$ cat src/rtl/core/fta_pkg.sv
// Shared types and constants for the frame table allocator.
`default_nettype none

package fta_pkg;

  // Number of segment size fields carried by one request.
  localparam int SizeFields = 5;

  // Command codes.
  localparam logic CMD_ALLOC   = 1'b0;
  localparam logic CMD_RELEASE = 1'b1;

  // Result status codes.
  localparam logic [1:0] STAT_GRANTED  = 2'd0;
  localparam logic [1:0] STAT_REFUSED  = 2'd1;
  localparam logic [1:0] STAT_RELEASED = 2'd2;

  typedef struct packed {
    logic       cmd;
    logic [7:0] owner_id;
    logic [3:0] request_count;
    logic [1:0] seg_size_a;
    logic [1:0] seg_size_b;
    logic [1:0] seg_size_c;
    logic [1:0] seg_size_d;
    logic [1:0] seg_size_e;
  } in_item_t;

  typedef struct packed {
    logic [1:0]  status;
    logic [31:0] frame_mask;
    logic [5:0]  frames_touched;
  } out_item_t;

  // What one scan over the frame table does.
  typedef enum logic [1:0] {
    PASS_ANALYZE = 2'd0,  // read only: find frames to take
    PASS_GRANT   = 2'd1,  // write owner into chosen frames
    PASS_FREE    = 2'd2   // clear the owner's frames and chosen frames
  } pass_kind_t;

  typedef struct packed {
    logic       load_item;
    logic       start_pass;
    pass_kind_t pass_kind;
    logic       set_status;
    logic [1:0] status;
    logic       load_out;
  } ctrl_cmd_t;

  typedef struct packed {
    logic is_release;
    logic who_zero;
    logic too_many;
    logic paging;
    logic pass_done;
    logic fit_ok;
  } dp_status_t;

endpackage

`default_nettype wire

$ cat src/rtl/core/fta_datapath.sv
// Frame table memory, scan pipeline, placement logic and result register.
`default_nettype none

module fta_datapath #(
  parameter int FRAMES       = 32,
  parameter int MAX_SEGMENTS = 5
) (
  input  wire logic               clk,
  input  wire logic               rst_n,
  input  wire logic               cfg_we,
  input  wire logic               cfg_data,
  input  wire fta_pkg::in_item_t  in_data,
  input  wire fta_pkg::ctrl_cmd_t cmd,
  output fta_pkg::dp_status_t     sts,
  output fta_pkg::out_item_t      out_data
);

  localparam int AW = $clog2(FRAMES);
  localparam logic [AW-1:0] LastFrame = AW'(FRAMES - 1);

  // frame table
  logic [7:0]        mem_r [FRAMES];
  logic [FRAMES-1:0] vld_r;
  logic [7:0]        rd_data_r;
  logic              rd_vld_r;

  logic              paging_mode_r;
  fta_pkg::in_item_t item_r;

  // scan pipeline
  logic                issue_r;
  logic [AW-1:0]       addr_r;
  logic                pv_r;
  logic [AW-1:0]       pf_r;
  fta_pkg::pass_kind_t kind_r;

  // placement state
  logic [FRAMES-1:0] placed_r, placed_nxt;
  logic [FRAMES-1:0] pend_r, pend_nxt;
  logic [2:0]        seg_r, seg_nxt;
  logic [1:0]        run_r, run_nxt;
  logic [3:0]        taken_r, taken_nxt;

  logic [31:0] mask_r, mask_nxt;
  logic [5:0]  cnt_r, cnt_nxt;
  logic [1:0]  status_r;
  fta_pkg::out_item_t out_r;

  logic              wr_en;
  logic [7:0]        wr_data;
  logic              touch;
  logic [7:0]        owner;
  logic              frame_free;
  logic [FRAMES-1:0] frame_bit;
  logic [2:0]        seg_cur;
  logic              seg_active;
  logic [1:0]        cur_size;
  logic [3:0]        want;

  function automatic logic [1:0] size_at(input fta_pkg::in_item_t it, input logic [2:0] idx);
    logic [1:0] s;
    unique case (idx)
      3'd0:    s = it.seg_size_a;
      3'd1:    s = it.seg_size_b;
      3'd2:    s = it.seg_size_c;
      3'd3:    s = it.seg_size_d;
      3'd4:    s = it.seg_size_e;
      default: s = 2'd0;
    endcase
    return s;
  endfunction

  // Step past zero-size segments, which are placed without taking a frame.
  function automatic logic [2:0] seg_skip(input fta_pkg::in_item_t it, input logic [2:0] start);
    logic [2:0] s;
    s = start;
    for (int k = 0; k < fta_pkg::SizeFields; k++) begin
      if (({1'b0, s} < it.request_count) && (size_at(it, s) == 2'd0)) begin
        s = s + 3'd1;
      end
    end
    return s;
  endfunction

  assign want       = item_r.request_count;
  assign owner      = rd_vld_r ? rd_data_r : 8'd0;
  assign frame_free = (owner == 8'd0);
  assign frame_bit  = FRAMES'(1) << pf_r;
  assign seg_cur    = seg_skip(item_r, seg_r);
  assign seg_active = ({1'b0, seg_cur} < want);
  assign cur_size   = size_at(item_r, seg_cur);

  always_comb begin
    placed_nxt = placed_r;
    pend_nxt   = pend_r;
    seg_nxt    = seg_r;
    run_nxt    = run_r;
    taken_nxt  = taken_r;
    mask_nxt   = mask_r;
    cnt_nxt    = cnt_r;
    wr_en      = 1'b0;
    wr_data    = 8'd0;
    touch      = 1'b0;
    if (cmd.load_item) begin
      placed_nxt = '0;
      pend_nxt   = '0;
      seg_nxt    = 3'd0;
      run_nxt    = 2'd0;
      taken_nxt  = 4'd0;
      mask_nxt   = 32'd0;
      cnt_nxt    = 6'd0;
    end else if (pv_r) begin
      unique case (kind_r)
        fta_pkg::PASS_ANALYZE: begin
          if (paging_mode_r) begin
            // first free frames, as many as requested
            if (frame_free && (taken_r < want)) begin
              placed_nxt = placed_r | frame_bit;
              taken_nxt  = taken_r + 4'd1;
            end
          end else if (seg_active) begin
            if (frame_free) begin
              if ((run_r + 2'd1) == cur_size) begin
                placed_nxt = placed_r | pend_r | frame_bit;
                pend_nxt   = '0;
                run_nxt    = 2'd0;
                seg_nxt    = seg_cur + 3'd1;
              end else begin
                pend_nxt = pend_r | frame_bit;
                run_nxt  = run_r + 2'd1;
                seg_nxt  = seg_cur;
              end
            end else begin
              // occupied frame breaks the run
              pend_nxt = '0;
              run_nxt  = 2'd0;
              seg_nxt  = seg_cur;
            end
          end
        end
        fta_pkg::PASS_GRANT: begin
          if (placed_r[pf_r]) begin
            wr_en   = 1'b1;
            wr_data = item_r.owner_id;
            touch   = 1'b1;
          end
        end
        fta_pkg::PASS_FREE: begin
          if ((owner == item_r.owner_id) || placed_r[pf_r]) begin
            wr_en   = 1'b1;
            wr_data = 8'd0;
            touch   = 1'b1;
          end
        end
        default: begin
        end
      endcase
      if (touch) begin
        mask_nxt = mask_r | (32'd1 << pf_r);
        cnt_nxt  = (cnt_r == 6'd63) ? cnt_r : cnt_r + 6'd1;
      end
    end
  end

  // table storage; synchronous read
  always_ff @(posedge clk) begin
    if (wr_en) begin
      mem_r[pf_r] <= wr_data;
    end
    rd_data_r <= mem_r[addr_r];
    rd_vld_r  <= vld_r[addr_r];
  end

  always_ff @(posedge clk) begin
    if (!rst_n) begin
      vld_r         <= '0;
      paging_mode_r <= 1'b0;
      issue_r       <= 1'b0;
      pv_r          <= 1'b0;
      mask_r        <= 32'd0;
      cnt_r         <= 6'd0;
    end else begin
      if (wr_en) begin
        vld_r[pf_r] <= 1'b1;
      end
      if (cfg_we) begin
        paging_mode_r <= cfg_data;
      end
      pv_r <= issue_r;
      if (cmd.start_pass) begin
        issue_r <= 1'b1;
      end else if (issue_r && (addr_r == LastFrame)) begin
        issue_r <= 1'b0;
      end
      mask_r <= mask_nxt;
      cnt_r  <= cnt_nxt;
    end
  end

  always_ff @(posedge clk) begin
    pf_r <= addr_r;
    if (cmd.start_pass) begin
      addr_r <= '0;
      kind_r <= cmd.pass_kind;
    end else if (issue_r && (addr_r != LastFrame)) begin
      addr_r <= addr_r + AW'(1);
    end
    if (cmd.load_item) begin
      item_r <= in_data;
    end
    placed_r <= placed_nxt;
    pend_r   <= pend_nxt;
    seg_r    <= seg_nxt;
    run_r    <= run_nxt;
    taken_r  <= taken_nxt;
    if (cmd.set_status) begin
      status_r <= cmd.status;
    end
    if (cmd.load_out) begin
      out_r.status         <= status_r;
      out_r.frame_mask     <= mask_r;
      out_r.frames_touched <= cnt_r;
    end
  end

  assign sts.is_release = (item_r.cmd == fta_pkg::CMD_RELEASE);
  assign sts.who_zero   = (item_r.owner_id == 8'd0);
  assign sts.too_many   = (32'(want) > 32'(MAX_SEGMENTS)) ||
                          (32'(want) > 32'(fta_pkg::SizeFields));
  assign sts.paging     = paging_mode_r;
  assign sts.pass_done  = pv_r && (pf_r == LastFrame);
  assign sts.fit_ok     = paging_mode_r ? (taken_r == want) : !seg_active;

  assign out_data = out_r;

  // a grant never lands on an occupied frame
  a_grant_free: assert property (@(posedge clk) disable iff (!rst_n)
    (pv_r && (kind_r == fta_pkg::PASS_GRANT) && placed_r[pf_r]) |-> frame_free)
    else $error("grant writes an occupied frame");

  // reported frames only change while a committing pass runs or an item is loaded
  a_mask_quiet: assert property (@(posedge clk) disable iff (!rst_n)
    (!cmd.load_item && !(pv_r && (kind_r != fta_pkg::PASS_ANALYZE))) |=> $stable(mask_r))
    else $error("frame mask changed outside a commit pass");

endmodule

`default_nettype wire

$ cat src/rtl/core/fta_ctrl.sv
// Sequencing state machine for the frame table allocator.
`default_nettype none

module fta_ctrl (
  input  wire logic                clk,
  input  wire logic                rst_n,
  input  wire logic                in_valid,
  output logic                     in_stall,
  output logic                     out_valid,
  input  wire logic                out_stall,
  input  wire fta_pkg::dp_status_t sts,
  output fta_pkg::ctrl_cmd_t       cmd
);

  typedef enum logic [5:0] {
    ST_IDLE    = 6'b000001,
    ST_CHECK   = 6'b000010,
    ST_ANALYZE = 6'b000100,
    ST_EVAL    = 6'b001000,
    ST_COMMIT  = 6'b010000,
    ST_FINISH  = 6'b100000
  } state_t;

  state_t state_r, state_nxt;
  logic   out_valid_r, out_valid_nxt;
  logic   slot_free;

  assign slot_free = !out_valid_r || !out_stall;

  always_comb begin
    state_nxt      = state_r;
    cmd            = '0;
    cmd.pass_kind  = fta_pkg::PASS_ANALYZE;
    cmd.status     = fta_pkg::STAT_GRANTED;
    unique case (state_r)
      ST_IDLE: begin
        if (in_valid) begin
          cmd.load_item = 1'b1;
          state_nxt     = ST_CHECK;
        end
      end
      ST_CHECK: begin
        cmd.set_status = 1'b1;
        priority if (sts.is_release) begin
          cmd.status = fta_pkg::STAT_RELEASED;
          if (sts.who_zero) begin
            state_nxt = ST_FINISH;
          end else begin
            cmd.start_pass = 1'b1;
            cmd.pass_kind  = fta_pkg::PASS_FREE;
            state_nxt      = ST_COMMIT;
          end
        end else if (sts.who_zero || (!sts.paging && sts.too_many)) begin
          cmd.status = fta_pkg::STAT_REFUSED;
          state_nxt  = ST_FINISH;
        end else begin
          cmd.start_pass = 1'b1;
          cmd.pass_kind  = fta_pkg::PASS_ANALYZE;
          state_nxt      = ST_ANALYZE;
        end
      end
      ST_ANALYZE: begin
        if (sts.pass_done) begin
          state_nxt = ST_EVAL;
        end
      end
      ST_EVAL: begin
        cmd.set_status = 1'b1;
        priority if (sts.fit_ok) begin
          cmd.status     = fta_pkg::STAT_GRANTED;
          cmd.start_pass = 1'b1;
          cmd.pass_kind  = fta_pkg::PASS_GRANT;
          state_nxt      = ST_COMMIT;
        end else if (sts.paging) begin
          cmd.status = fta_pkg::STAT_REFUSED;
          state_nxt  = ST_FINISH;
        end else begin
          // failed segment placement frees everything the owner holds
          cmd.status     = fta_pkg::STAT_REFUSED;
          cmd.start_pass = 1'b1;
          cmd.pass_kind  = fta_pkg::PASS_FREE;
          state_nxt      = ST_COMMIT;
        end
      end
      ST_COMMIT: begin
        if (sts.pass_done) begin
          state_nxt = ST_FINISH;
        end
      end
      ST_FINISH: begin
        if (slot_free) begin
          cmd.load_out = 1'b1;
          state_nxt    = ST_IDLE;
        end
      end
      default: begin
        state_nxt = ST_IDLE;
      end
    endcase
  end

  always_comb begin
    out_valid_nxt = out_valid_r;
    if (cmd.load_out) begin
      out_valid_nxt = 1'b1;
    end else if (!out_stall) begin
      out_valid_nxt = 1'b0;
    end
  end

  always_ff @(posedge clk) begin
    if (!rst_n) begin
      state_r     <= ST_IDLE;
      out_valid_r <= 1'b0;
    end else begin
      state_r     <= state_nxt;
      out_valid_r <= out_valid_nxt;
    end
  end

  assign in_stall  = (state_r != ST_IDLE);
  assign out_valid = out_valid_r;

  a_accept_check: assert property (@(posedge clk) disable iff (!rst_n)
    (in_valid && !in_stall) |=> (state_r == ST_CHECK))
    else $error("accepted item not followed by check");

  a_done_in_pass: assert property (@(posedge clk) disable iff (!rst_n)
    sts.pass_done |-> ((state_r == ST_ANALYZE) || (state_r == ST_COMMIT)))
    else $error("scan finished outside a pass state");

  a_no_overwrite: assert property (@(posedge clk) disable iff (!rst_n)
    cmd.load_out |-> (!out_valid_r || !out_stall))
    else $error("result loaded over a pending result");

endmodule

`default_nettype wire

$ cat src/rtl/core/frame_table_allocator_unit.sv
// Top level of the first-fit frame table allocator.
// A release runs a freeing scan; an allocation runs an analyzing scan, then
// a committing scan unless paging refuses it; refusals found up front skip both.
// Throughput: one item at a time; each scan reads one table frame per cycle
// through the single memory read port, so that port sets the item time.
// Reset (rst_n, synchronous, active low): every frame free, paging_mode 0,
// no result pending; the table clears at once through per-frame valid bits.
`default_nettype none

module frame_table_allocator_unit #(
  parameter int FRAMES       = 32,  // table depth, 2..32
  parameter int MAX_SEGMENTS = 5    // segment limit, 1..5
) (
  input  wire logic               clk,
  input  wire logic               rst_n,
  // request channel: transfer when in_valid high and in_stall low
  input  wire logic               in_valid,
  output logic                    in_stall,
  input  wire fta_pkg::in_item_t  in_data,
  // result channel: transfer when out_valid high and out_stall low
  output logic                    out_valid,
  input  wire logic               out_stall,
  output fta_pkg::out_item_t      out_data,
  // paging_mode register write: transfer when cfg_valid and cfg_ready high
  input  wire logic               cfg_valid,
  output logic                    cfg_ready,
  input  wire logic               cfg_data
);

  fta_pkg::ctrl_cmd_t  cmd;
  fta_pkg::dp_status_t sts;

  // The user must write the register only while idle (not enforced here); the port never pushes back.
  assign cfg_ready = 1'b1;

  // Controller: check the request, run an analyzing scan (not for a release),
  // decide grant or refusal, run a committing scan if one is needed, then hand
  // the result to the output register once the previous result has been taken.
  fta_ctrl u_ctrl (
    .clk       (clk),
    .rst_n     (rst_n),
    .in_valid  (in_valid),
    .in_stall  (in_stall),
    .out_valid (out_valid),
    .out_stall (out_stall),
    .sts       (sts),
    .cmd       (cmd)
  );

  // Datapath: frame owner memory, one-frame-per-cycle scan pipeline,
  // paging and segment placement, frame mask and count accumulation.
  fta_datapath #(
    .FRAMES       (FRAMES),
    .MAX_SEGMENTS (MAX_SEGMENTS)
  ) u_datapath (
    .clk      (clk),
    .rst_n    (rst_n),
    .cfg_we   (cfg_valid && cfg_ready),
    .cfg_data (cfg_data),
    .in_data  (in_data),
    .cmd      (cmd),
    .sts      (sts),
    .out_data (out_data)
  );

endmodule

`default_nettype wire

$ cat config.mk
export PLATFORM = sky130hd
export DESIGN_NAME = frame_table_allocator_unit
export DESIGN_NICKNAME = d
export VERILOG_FILES = /design/src/rtl/core/fta_pkg.sv /design/src/rtl/core/fta_datapath.sv /design/src/rtl/core/fta_ctrl.sv /design/src/rtl/core/frame_table_allocator_unit.sv
export SDC_FILE = /design/constraint.sdc
export NUM_CORES = 1
export LEC_CHECK = 0
export ABC_CLOCK_PERIOD_IN_PS = 12750
export BUFFER_PORTS_ARGS = -buffer_cell sky130_fd_sc_hd__buf_4
export CAP_MARGIN = 20
export CORE_AREA = 2 2 226 173
export DETAILED_ROUTE_END_ITERATION = 10
export DIE_AREA = 0 0 228 175
export PLACE_DENSITY_LB_ADDON = 0.08
export SLEW_MARGIN = 10
export SYNTH_ARGS = -nofsm -noshare
export SYNTH_HDL_FRONTEND = slang
export SYNTH_SLANG_ARGS = --single-unit
$ cat constraint.sdc
create_clock -name clk -period 12.75 [get_ports clk]
set_input_delay 1.275 -clock clk [delete_from_list [all_inputs] [get_ports clk]]
set_output_delay 1.275 -clock clk [all_outputs]
set_load 0.02 [all_outputs]
After elaboration in Yosys (flattened, before gate mapping) --
Memories as Yosys holds them, arrays and structs flattened. A register that Yosys moved wholly into a read port is not among the register bits. Index checks and enable logic that the tools add are counted.
Operators by class: $add $sub $neg 10, order comparisons 11, equality and inequality tests 46, shift operators 1, multiplexer cells 70, bitwise operators 9, reductions and logical operators 43
Operator list (number):
- $mux W32 | 7
- $or A32 B32 Y32 | 6
- $pmux W2 S5 | 6
- $mux W6 | 9
- $mux W8 | 5
- $eq A3 B2 Y1 const B | 12
- $mux W3 | 12
- $pmux W6 S6 | 1
- $shl A1 B5 Y32 const A | 1
- $lt A3 B4 Y1 | 6
- $mux W1 | 22
- $add A3 B1 Y3 const B | 6
- $eq A3 B1 Y1 const B | 6
- $eq A3 B3 Y1 const B | 6
- $logic_not A3 Y1 | 6
- $logic_not A8 Y1 | 2
- $eq A6 B6 Y1 const B | 2
- $logic_not A2 Y1 | 6
- $lt A5 B6 Y1 const B | 2
- $pmux W6 S2 | 1
- $reduce_and A4 Y1 | 3
- $logic_and A1 B1 Y1 | 11
- $bmux W1 S5 | 2
- $eq A5 B5 Y1 const B | 2
- other kinds (32) | 48
Word-level totals: bits in registers 231, memory bits (writable) 256, bits of input ports 29, word-level logic and storage cells 220, memories 1
Memories:
- u_datapath.mem_r | words 32, width 8, read ports 1, clocked after memory_dff 1, wr ports 1, RTL line fta_datapath.sv:22 | logic [7:0] mem_r [FRAMES];

Logic depth before layout (Yosys ltp) --
Gate-level depths: netlist of the first run.
depth after elaboration 32, mapped depth 54, depth with buffers taken out 52

Hierarchy --
Synthesis of the first run repeated with hierarchy kept, for this count alone.
Second synthesis, totals: cell total of the unflattened synthesis 1480, area total of the unflattened synthesis 21013.9 µm²
By module, submodules not included:
- fta_datapath | instances 1, cells each 1419, area each 20538.4 µm², seq. area each 13002.5 µm²
- fta_ctrl | instances 1, cells each 59, area each 464.2 µm², seq. area each 140.1 µm²
- frame_table_allocator_unit | instances 1, cells each 2, area each 11.3 µm², seq. area each 0.0 µm²

Worst setup path after synthesis of the first run --
Ideal clock, no wire load.
path kind register -> register, from register u_datapath.item_r, in the netlist u_datapath.want[1], to register u_datapath.placed_r[1], library setup time 67 ps, data arrival time 9816 ps, slack 2866 ps, stages on the path, launching flop included 49, buffers on the path 2, clock period less this slack 9884 ps, cell sequence edfxtp_1 inv_1 ha_1 a211oi_1 o211a_4 buf_2 nand2_1 o21ai_0 ha_1 and3b_1 o311ai_0 a211oi_1 mux2i_1 xor2_1 ha_1 ha_1 o21ai_0 nand2_1 [... 13 more ...] nor2_1 a21oi_1 nand4_1 mux2i_2 nand2b_1 mux2i_1 inv_1 ha_1 ha_1 nand2_1 nand2_1 or3_1 a211oi_1 o21ai_1 o21a_1 a2111o_1 buf_6 o21ai_2
Between the ends: word-level cells in the longest chain between the ends 28
RTL lines:
- start: declaration | RTL line fta_datapath.sv:28 | fta_pkg::in_item_t item_r;
- start signal: assignment | RTL line fta_datapath.sv:209 | item_r <= in_data;
- $lt A3 B4 Y1 | RTL line fta_datapath.sv:78 | if (({1'b0, s} < it.request_count) && (size_at(it, s) == 2'd0)) begin
- $logic_and A1 B1 Y1 | RTL line fta_datapath.sv:78
- $mux W3 | RTL line fta_datapath.sv:78
- $eq A3 B3 Y1, or another cell as far along | RTL line fta_datapath.sv:62 | unique case (idx)
- $pmux W2 S5 | RTL line fta_datapath.sv:62
- $logic_not A2 Y1 | RTL line fta_datapath.sv:78
- $logic_and A1 B1 Y1 | RTL line fta_datapath.sv:78
- $mux W3 | RTL line fta_datapath.sv:78
- [... 12 more ...]
- $logic_not A2 Y1 | RTL line fta_datapath.sv:78
- $logic_and A1 B1 Y1 | RTL line fta_datapath.sv:78
- $mux W3 | RTL line fta_datapath.sv:78
- $eq A3 B3 Y1, or another cell as far along | RTL line fta_datapath.sv:62
- $pmux W2 S5 | RTL line fta_datapath.sv:62
- $eq A2 B2 Y1 | RTL line fta_datapath.sv:123 | if ((run_r + 2'd1) == cur_size) begin
- $reduce_bool A2 Y1 (no source line)
- $reduce_and A6 Y1 (no source line) (*)
- end signal: assignment | RTL line fta_datapath.sv:211 | placed_r <= placed_nxt;
- end: declaration | RTL line fta_datapath.sv:38 | logic [FRAMES-1:0] placed_r, placed_nxt;
Every way passes the cells marked *; elsewhere a longest branch is shown, timed or not. A chain may end at the register's enable or synchronous reset.

Worst setup path in the final report of the first run --
from register u_datapath.item_r, in the netlist u_datapath.want[1], to register u_datapath.placed_r[18]
Same word-level chain as after synthesis.

==> impl_table.tex, run 1 <==
\begin{tabular}{lr}
\hline
Metric & Value \\
\hline
\multicolumn{2}{l}{\textbf{Setup path}} \\
Data arrival time of the critical path & around 12 ns \\
RR Endpoint & u\_datapath.placed\_r[18]\$\_SDFFE\_PP0P\_ \\
Number of cells on the worst reg-to-reg path & 46 \\
Critical Path End Type & register \\
Worst Path Max Fanout & 32 \\
WP buf/inv & 2 \\
Slowest cell on the critical path & sky130\_fd\_sc\_hd\_\_a2111o\_2 \\
Required time of the critical path & about 13 ns \\
Origin of the critical flop-to-flop path & u\_datapath.want[1]\$\_DFFE\_PP\_ \\
Startpoint type of the worst setup path & register \\
Critical Path Source & u\_datapath.want[1]\$\_DFFE\_PP\_ \\
CP delay by family, top & compound AO/OA/AOI/OAI gates \\
Maximum cell stage delay along the critical path & about 0.84 ns \\
Most used cell, CP & sky130\_fd\_sc\_hd\_\_ha\_1 \\
R2R Setup Slk & about 1.1 ns \\
Class of the most critical setup path & register to register \\
\multicolumn{2}{l}{\textbf{CTS}} \\
CTS HTree Levels & 2 \\
Root Buffer & sky130\_fd\_sc\_hd\_\_clkbuf\_16 \\
Bufs on Longest Clock Path & 3 \\
\# clock sinks & about 500 \\
Clock transition at the registers of the reported paths & $\sim$0.070 ns \\
TritonCTS clock tree & done \\
Post-CTS Repair Setup Buffers & 0 \\
Clock buffer count from CTS & 46 \\
Clock insertion delay at the later pin of the skew report & $\sim$0.57 ns \\
CTS Hold Bufs & 0 \\
Resize count post-CTS & 0 \\
\multicolumn{2}{l}{\textbf{Synthesis}} \\
Mapped Area & 20500 um\^{}2 \\
Number of instances in the synthesized netlist & 1479 \\
Share of synthesized cell area in and, or, nand and nor gates & under 10\% \\
Number of warnings issued by yosys & 0 \\
Fraction of the yosys area taken by sequential cells & between 60 and 70\% \\
Fraction of synthesized area in multiplexers & around 12\% \\
Asr flop ratio synth & 0\% \\
Commonest register cell after synthesis & sky130\_fd\_sc\_hd\_\_edfxtp\_1 \\
XOR/XNOR Fraction of Synth Area & less than 1\% \\
Adder and majority cell fraction of the synthesized area & under 10\% \\
Largest cells by area after synthesis & sky130\_fd\_sc\_hd\_\_edfxtp\_1, sky130\_fd\_sc\_hd\_\_dfxtp\_1, sky130\_fd\_sc\_hd\_\_mux4\_2 \\
Synthesized area divided by synthesized cell count & 13.8 um\^{}2 \\
Mapped Nets & $\sim$1.6k \\
Cell type contributing the most total cell area after synthesis & sky130\_fd\_sc\_hd\_\_edfxtp\_1 \\
Share of the synthesized area in compound gates (AO/OA/AOI/OAI) & 7.82\% \\
Count of flip-flops with a built-in enable after synthesis & between 300 and 400 \\
Number of flip-flops and latches in the synthesized netlist & 495 \\
Number of distinct library cell variants in the gate-level netlist after synthesis & 74 \\
Main combinational cell family by area after synthesis & multiplexers \\
Fraction of synthesized cell area taken by the top area cell type & between 40\% and 50\% \\
\multicolumn{2}{l}{\textbf{Global routing}} \\
Global-route wire length before repair & 73.0 mm \\
Vias in the first global route & roughly 12k \\
Pin count of the biggest net entering global routing & 47 \\
Number of antenna violations at the first check in global routing & 3 \\
Total global-route track usage & between 20\% and 30\% \\
Final global-route overflow total & 0 \\
\multicolumn{2}{l}{\textbf{Final layout}} \\
Post-route standard cell area excluding fillers & $\sim$23000 um\^{}2 \\
Post-layout nets & around 1.6k \\
Layout fillers & slightly below 3k \\
Fraction of final layout cells sized beyond drive strength 1 & about 22\% \\
Area overhead of the layout relative to synthesis & 13.7\% \\
ANT cells & 0 \\
\multicolumn{2}{l}{\textbf{Routing}} \\
Drt drc & 0 \\
Drt via density & roughly 5.9 \\
Pre-Repair DR Iteration Count & 4 \\
Total routed wirelength & 47.4 mm \\
Drt wl/cell & between 20 and 25 um \\
Vias after detailed routing & around 12k \\
Number of routed nets with antenna violations & 0 \\
Drt initial violations & roughly 1.4k \\
\multicolumn{2}{l}{\textbf{Hold path}} \\
Hold path start & u\_datapath.status\_r[1]\$\_DFFE\_PP\_ \\
End point of the worst hold path & u\_datapath.out\_data[39]\$\_DFFE\_PP\_ \\
Worst hold-check path type & register to register \\
Hold-critical path depth & 0 \\
\multicolumn{2}{l}{\textbf{Pwr}} \\
Power density normalized to cell area & roughly 290 nW/um\^{}2 \\
Overall power consumption & 6.64 mW \\
Proportion of power drawn by flip-flops and latches & between 20\% and 30\% \\
Leakage power & 8.76 nW \\
Total net switching power & around 2.7 mW \\
Switch share & between 40\% and 50\% \\
Portion of total power attributed to combinational logic & 51.8\% \\
Share of power burned in the clock network & between 20\% and 30\% \\
Internal power consumption & between 3 and 4 mW \\
Peak VDD IR & 566 uV \\
\multicolumn{2}{l}{\textbf{Floorplan}} \\
Row cnt & 62 \\
Chip Width & between 200 and 250 um \\
Die Height & 175 um \\
Floorplan die area & about 40000 um\^{}2 \\
Initial core utilization & a little over half \\
Core footprint & about 38000 um\^{}2 \\
Num ports & 72 \\
\multicolumn{2}{l}{\textbf{Run status}} \\
Result of the run & completed \\
\multicolumn{2}{l}{\textbf{STA}} \\
Worst slew margin & between 20\% and 30\% \\
Worst slew pin tran & around 1.1 ns \\
Final number of max-transition violations & 0 \\
Setup repair after global routing missed its margin & no \\
Achievable clock frequency & 0.0856 GHz \\
Largest clock skew in the final design & about 0.027 ns \\
Time the final worst path needs with I/O delays and setup & between 10 and 15 ns \\
Final Cycle Share & between 90\% and 100\% \\
Setup total negative slack & 0 ns \\
Final number of setup-violating endpoints & 0 \\
Final hold viol count & 0 \\
\multicolumn{2}{l}{\textbf{Place}} \\
IO buf count & 70 \\
Cell Area, Placed & 21700 um\^{}2 \\
Placed wire-length estimate after detailed placement & between 30 and 40 mm \\
Global placement routability congestion & between 0.8 and 0.9 \\
\multicolumn{2}{l}{\textbf{Run}} \\
Max-Cap Viols & 0 \\
\hline
\end{tabular}
## synth_stat cells, types with 10 or more instances
master	number
sky130_fd_sc_hd__a21oi_1	118
sky130_fd_sc_hd__and2_1	13
sky130_fd_sc_hd__clkbuf_1	55
sky130_fd_sc_hd__dfxtp_1	172
sky130_fd_sc_hd__edfxtp_1	323
sky130_fd_sc_hd__ha_1	53
sky130_fd_sc_hd__inv_1	31
sky130_fd_sc_hd__mux2_2	12
sky130_fd_sc_hd__mux2i_1	12
sky130_fd_sc_hd__mux4_2	100
sky130_fd_sc_hd__nand2_1	67
sky130_fd_sc_hd__nand3_1	25
sky130_fd_sc_hd__nand3b_1	13
sky130_fd_sc_hd__nor2_1	210
sky130_fd_sc_hd__nor3_1	39
sky130_fd_sc_hd__o211ai_1	10
sky130_fd_sc_hd__o21ai_0	33
sky130_fd_sc_hd__o21ai_2	29
sky130_fd_sc_hd__xnor2_1	12
## area by class of cell
class / instances / area, um^2 / area share, %
clock buffers: 67 / 1330 / 5.72
clock inverters: 17 / 219 / 0.941
inverters: 37 / 139 / 0.597
multi-input cells: 874 / 6930 / 29.8
flip-flops and latches: 495 / 13200 / 56.5
well taps: 512 / 641 / 2.75
repair buffers: 113 / 863 / 3.71
## flip-flops by register name, summed over array words and instances, names as in the netlist, 8 cells and up
| register | cells |
|---|---|
| u_datapath.mem_r | 256 |
| u_datapath.out_data | 40 |
| u_datapath.mask_r | 32 |
| u_datapath.pend_r | 32 |
| u_datapath.placed_r | 32 |
| u_datapath.vld_r | 32 |
| u_datapath.item_r | 18 |
| u_datapath.rd_data_r | 8 |
## per-stage QoR
step           hold WS (ns)  utilization, %  worst slack (ns)  instances
5_1_grt               0.443            61.7             0.156       2115
3_5_place_dp          0.419            57.6              1.24       2030
4_1_cts               0.433            61.7              1.21       2114
3_3_place_gp          0.415            57.5              1.64       2029
2_1_floorplan         0.347               -              2.87       1479
6_report              0.435            61.7              1.07       2115
## cell usage in the layout, fill, tap and decap left out, drive strengths merged, types with 26 or more instances in the layout
cell	n
o21ai	70
inv	37
nand2	67
ha	53
edfxtp	323
buf	113
mux4	100
clkbuf	67
nor2	210
nand3	26
a21oi	118
nor3	39
dfxtp	172
## power groups by stage
stage,clock network (mW),logic [mW],registers (mW)
2_1_floorplan,0,2.76,1.76
3_3_place_gp,0,3.39,1.85
3_5_place_dp,0,3.37,1.85
4_1_cts,1.42,3.40,1.81
5_1_grt,1.48,3.82,1.82
6_report,1.39,3.44,1.81
## layer usage
layer  part of all wire (%)  wire length (um)  vias up  GRT usage (%)
met4                    1.4               664        0           4.96
met5                      0                 0        -              0
li1                       -                 -     5738              -
met3                    7.2              3410       57           4.96
met1                     48             22900     6209           38.1
met2                     43             20500      393           34.7
## worst max path at each step
stage	to	depth (start not counted)
final	u_datapath.placed_r[18]$_SDFFE_PP0P_	46
after global routing	u_datapath.placed_r[31]$_SDFFE_PP0P_	46
after CTS	u_datapath.placed_r[18]$_SDFFE_PP0P_	46
after detailed placement	u_datapath.placed_r[23]$_SDFFE_PP0P_	46
after global placement	u_datapath.placed_r[13]$_SDFFE_PP0P_	46
after floorplan	u_datapath.placed_r[1]$_SDFFE_PP0P_	48
## kinds of logic (layout without fill, tap and decap cells)
logic type                 after synthesis  count (layout)
muxes                                  126             126
other                                    1               1
and+or+nand+nor                        419             419
AOI/OAI and AO/OA                      255             255
xor gates and xnor gates                20              20
adders and majority gates               53              53
DFF                                    495             495
buffers and inverters                  110             234
No activity file was read; power rests on OpenSTA's default activity.
==> inputs of run 2 (changes only) <==
--- a/config.mk
+++ b/config.mk
@@ -8,9 +8,11 @@
 export ABC_CLOCK_PERIOD_IN_PS = 12750
 export BUFFER_PORTS_ARGS = -buffer_cell sky130_fd_sc_hd__buf_4
 export CAP_MARGIN = 20
-export CORE_AREA = 2 2 226 173
+export CELL_PAD_IN_SITES_DETAIL_PLACEMENT = 1
+export CELL_PAD_IN_SITES_GLOBAL_PLACEMENT = 1
+export CORE_AREA = 2 2 233 177
 export DETAILED_ROUTE_END_ITERATION = 10
-export DIE_AREA = 0 0 228 175
+export DIE_AREA = 0 0 235 179
 export PLACE_DENSITY_LB_ADDON = 0.08
 export SLEW_MARGIN = 10
 export SYNTH_ARGS = -nofsm -noshare
==> run 2 against run 1 <==
Clock skew rose by 0.0072 ns. First-iteration DRC count is 27% lower. Wire length rose by 11%. Final cell count up 1.2%. Critical path type unchanged. Critical endpoint is now u_datapath.placed_r[21]$_SDFFE_PP0P_. Utilization fell by 3.4 points. Count of clock-buffer cells in the layout down 5. Via count increased by 3.4%. Critical path depth rose by 1. Sequential share of layout area down 0.31 points. Fmax barely moved. Register-to-register slack is essentially flat. Largest cell class unchanged. Largest power group unchanged. Die area up 5.4%.
==> impl_table.tex, run 2 (synthesized netlist as in run 1, its figures left out) <==
\begin{tabular}{lr}
\hline
Metric & Value \\
\hline
\multicolumn{2}{l}{\textbf{Run status}} \\
Result of the run & completed \\
\multicolumn{2}{l}{\textbf{Routing}} \\
Number of routed nets with antenna violations & 0 \\
Drt drc & 0 \\
Drt initial violations & 987 \\
Drt wl/cell & $\sim$25 um \\
Drt via density & around 6 \\
Pre-Repair DR Iteration Count & 5 \\
Vias after detailed routing & roughly 13k \\
Total routed wirelength & approximately 53 mm \\
\multicolumn{2}{l}{\textbf{Final layout}} \\
Number of flip-flops in the largest register & roughly 260 \\
Fraction of final layout cells sized beyond drive strength 1 & between 20\% and 30\% \\
Layout fillers & between 3k and 4k \\
ANT cells & 0 \\
Final non-filler cell total & 2140 \\
Register with the most flip-flops & u\_datapath.mem\_r \\
Area overhead of the layout relative to synthesis & 14.3\% \\
Most common cell after layout, fill and taps aside & sky130\_fd\_sc\_hd\_\_edfxtp\_1 \\
Most frequent cells in the layout & sky130\_fd\_sc\_hd\_\_edfxtp\_1, sky130\_fd\_sc\_hd\_\_nor2\_1, sky130\_fd\_sc\_hd\_\_dfxtp\_1, sky130\_fd\_sc\_hd\_\_a21oi\_1, sky130\_fd\_sc\_hd\_\_buf\_4 \\
Post-layout nets & approximately 1.7k \\
\multicolumn{2}{l}{\textbf{CTS}} \\
Post-CTS Repair Setup Buffers & 0 \\
Root Buffer & sky130\_fd\_sc\_hd\_\_clkbuf\_16 \\
TritonCTS clock tree & done \\
Clock insertion delay at the later pin of the skew report & slightly below 0.6 ns \\
CTS HTree Levels & 2 \\
Bufs on Longest Clock Path & 3 \\
Clock buffer count from CTS & between 40 and 50 \\
Clock transition at the registers of the reported paths & roughly 0.060 ns \\
\# clock sinks & roughly 500 \\
\multicolumn{2}{l}{\textbf{Place}} \\
Global placement routability congestion & between 0.8 and 0.9 \\
Placed wire-length estimate after detailed placement & 34.1 mm \\
Dpl cells & about 2.1k \\
IO buf count & 70 \\
\multicolumn{2}{l}{\textbf{Setup path}} \\
Worst Path Max Fanout & 32 \\
Startpoint type of the worst setup path & register \\
Most used cell, CP & sky130\_fd\_sc\_hd\_\_ha\_1 \\
Slowest cell on the critical path & sky130\_fd\_sc\_hd\_\_a2111o\_2 \\
Critical Path End Type & register \\
Data arrival time of the critical path & between 10 and 15 ns \\
Required time of the critical path & 13.26 ns \\
Maximum cell stage delay along the critical path & 0.84 ns \\
Class of the most critical setup path & register to register \\
\multicolumn{2}{l}{\textbf{Global routing}} \\
Total global-route track usage & roughly 25\% \\
Number of antenna violations at the first check in global routing & 3 \\
Global-route wire length before repair & $\sim$80 mm \\
Final global-route overflow total & 0 \\
Pin count of the biggest net entering global routing & 42 \\
Vias in the first global route & $\sim$13k \\
\multicolumn{2}{l}{\textbf{Pwr}} \\
Peak VDD IR & 510 uV \\
Power density normalized to cell area & between 200 and 300 nW/um\^{}2 \\
Leakage power & 8.83 nW \\
\multicolumn{2}{l}{\textbf{STA}} \\
Final Cycle Share & between 90 and 100\% \\
Worst slew margin & around 29\% \\
Setup total negative slack & 0 ns \\
Achievable clock frequency & between 0.08 and 0.09 GHz \\
Largest clock skew in the final design & $\sim$0.034 ns \\
Worst slew pin tran & approximately 1.1 ns \\
Final hold viol count & 0 \\
Final number of setup-violating endpoints & 0 \\
Time the final worst path needs with I/O delays and setup & between 10 and 15 ns \\
Setup repair after global routing missed its margin & no \\
Final number of max-transition violations & 0 \\
\multicolumn{2}{l}{\textbf{Floorplan}} \\
Die Height & around 180 um \\
Row cnt & 64 \\
Floorplan die area & between 40000 and 50000 um\^{}2 \\
Initial core utilization & 51.0\% \\
Core footprint & 40100 um\^{}2 \\
Chip Width & around 240 um \\
Num ports & 72 \\
\multicolumn{2}{l}{\textbf{Hold path}} \\
Worst hold-check path type & register to register \\
\multicolumn{2}{l}{\textbf{Run}} \\
Max-Cap Viols & 0 \\
\hline
\end{tabular}
## run 2: worst max-delay path: cells and delay by family (launching register included)
family / cells / cell delay (ns)
AOI/OAI and AO/OA: 19 / 4.99
DFF: 1 / 0.38
adders and majority gates: 7 / 1.87
buffers and inverters: 3 / 0.57
and+or+nand+nor: 14 / 2.38
muxes: 4 / 1.41
## run 2: where the power goes
| group | total (mW) | leakage (nW) | switching, mW | internal, mW |
|---|---|---|---|---|
| Sequential | 1.82 | 4.99 | 0.101 | 1.72 |
| Clock | 1.46 | 0.793 | 0.606 | 0.857 |
| Combinational | 3.51 | 3.04 | 2.14 | 1.37 |
## run 2: path summary, 6_finish.rpt
path                                                         start                                   end  slack [ns]  cells past startpoint
worst min register to register  u_datapath.mask_r[13]$_SDFFE_PP0P_     u_datapath.out_data[19]$_DFFE_PP_        0.43                      0
worst max-delay path                  u_datapath.want[1]$_DFFE_PP_  u_datapath.placed_r[21]$_SDFFE_PP0P_        1.08                     47
worst min-delay path            u_datapath.mask_r[13]$_SDFFE_PP0P_     u_datapath.out_data[19]$_DFFE_PP_        0.43                      0
worst max register to register        u_datapath.want[1]$_DFFE_PP_  u_datapath.placed_r[21]$_SDFFE_PP0P_        1.08                     47
## run 2: layout make-up
type	count	area, um^2	share of cell area [%]
multi-input combinational	874	6910	29.5
clock inverter	26	338	1.44
tap	528	661	2.82
clock buffer	62	1280	5.49
inverter	37	139	0.594
timing repair buffer	118	921	3.94
sequential	495	13100	56.2
## run 2: stage by stage
stage | worst slack [ns] | power [mW] | instance area (um^2) | hold WS [ns] | utilization, %
2_1_floorplan | 2.87 | 4.52 | 20500 | 0.347 | -
3_5_place_dp | 1.20 | 5.34 | 21700 | 0.418 | 54.2
5_1_grt | 0.00492 | 7.39 | 23400 | 0.443 | 58.3
4_1_cts | 1.17 | 6.82 | 23400 | 0.433 | 58.2
3_3_place_gp | 1.55 | 5.23 | 21700 | 0.418 | 54.1
6_report | 1.08 | 6.79 | 23400 | 0.432 | 58.3
## run 2: repair_timing
| item | CTS | global route |
|---|---|---|
| resized for setup | 0 | 1 |
| hold buffers | 0 | 0 |
| setup endpoints to repair | 0 | 4 |
## run 2: metal layers
metal | wire length [um] | part of all wire, % | vias to the layer above | track usage [%]
met5 | 13 | 0.025 | - | 0
met1 | 25600 | 49 | 6612 | 39.0
met2 | 22900 | 43 | 373 | 37.4
li1 | - | - | 5751 | -
met4 | 1050 | 2.0 | 2 | 6.30
met3 | 3210 | 6.1 | 83 | 4.19
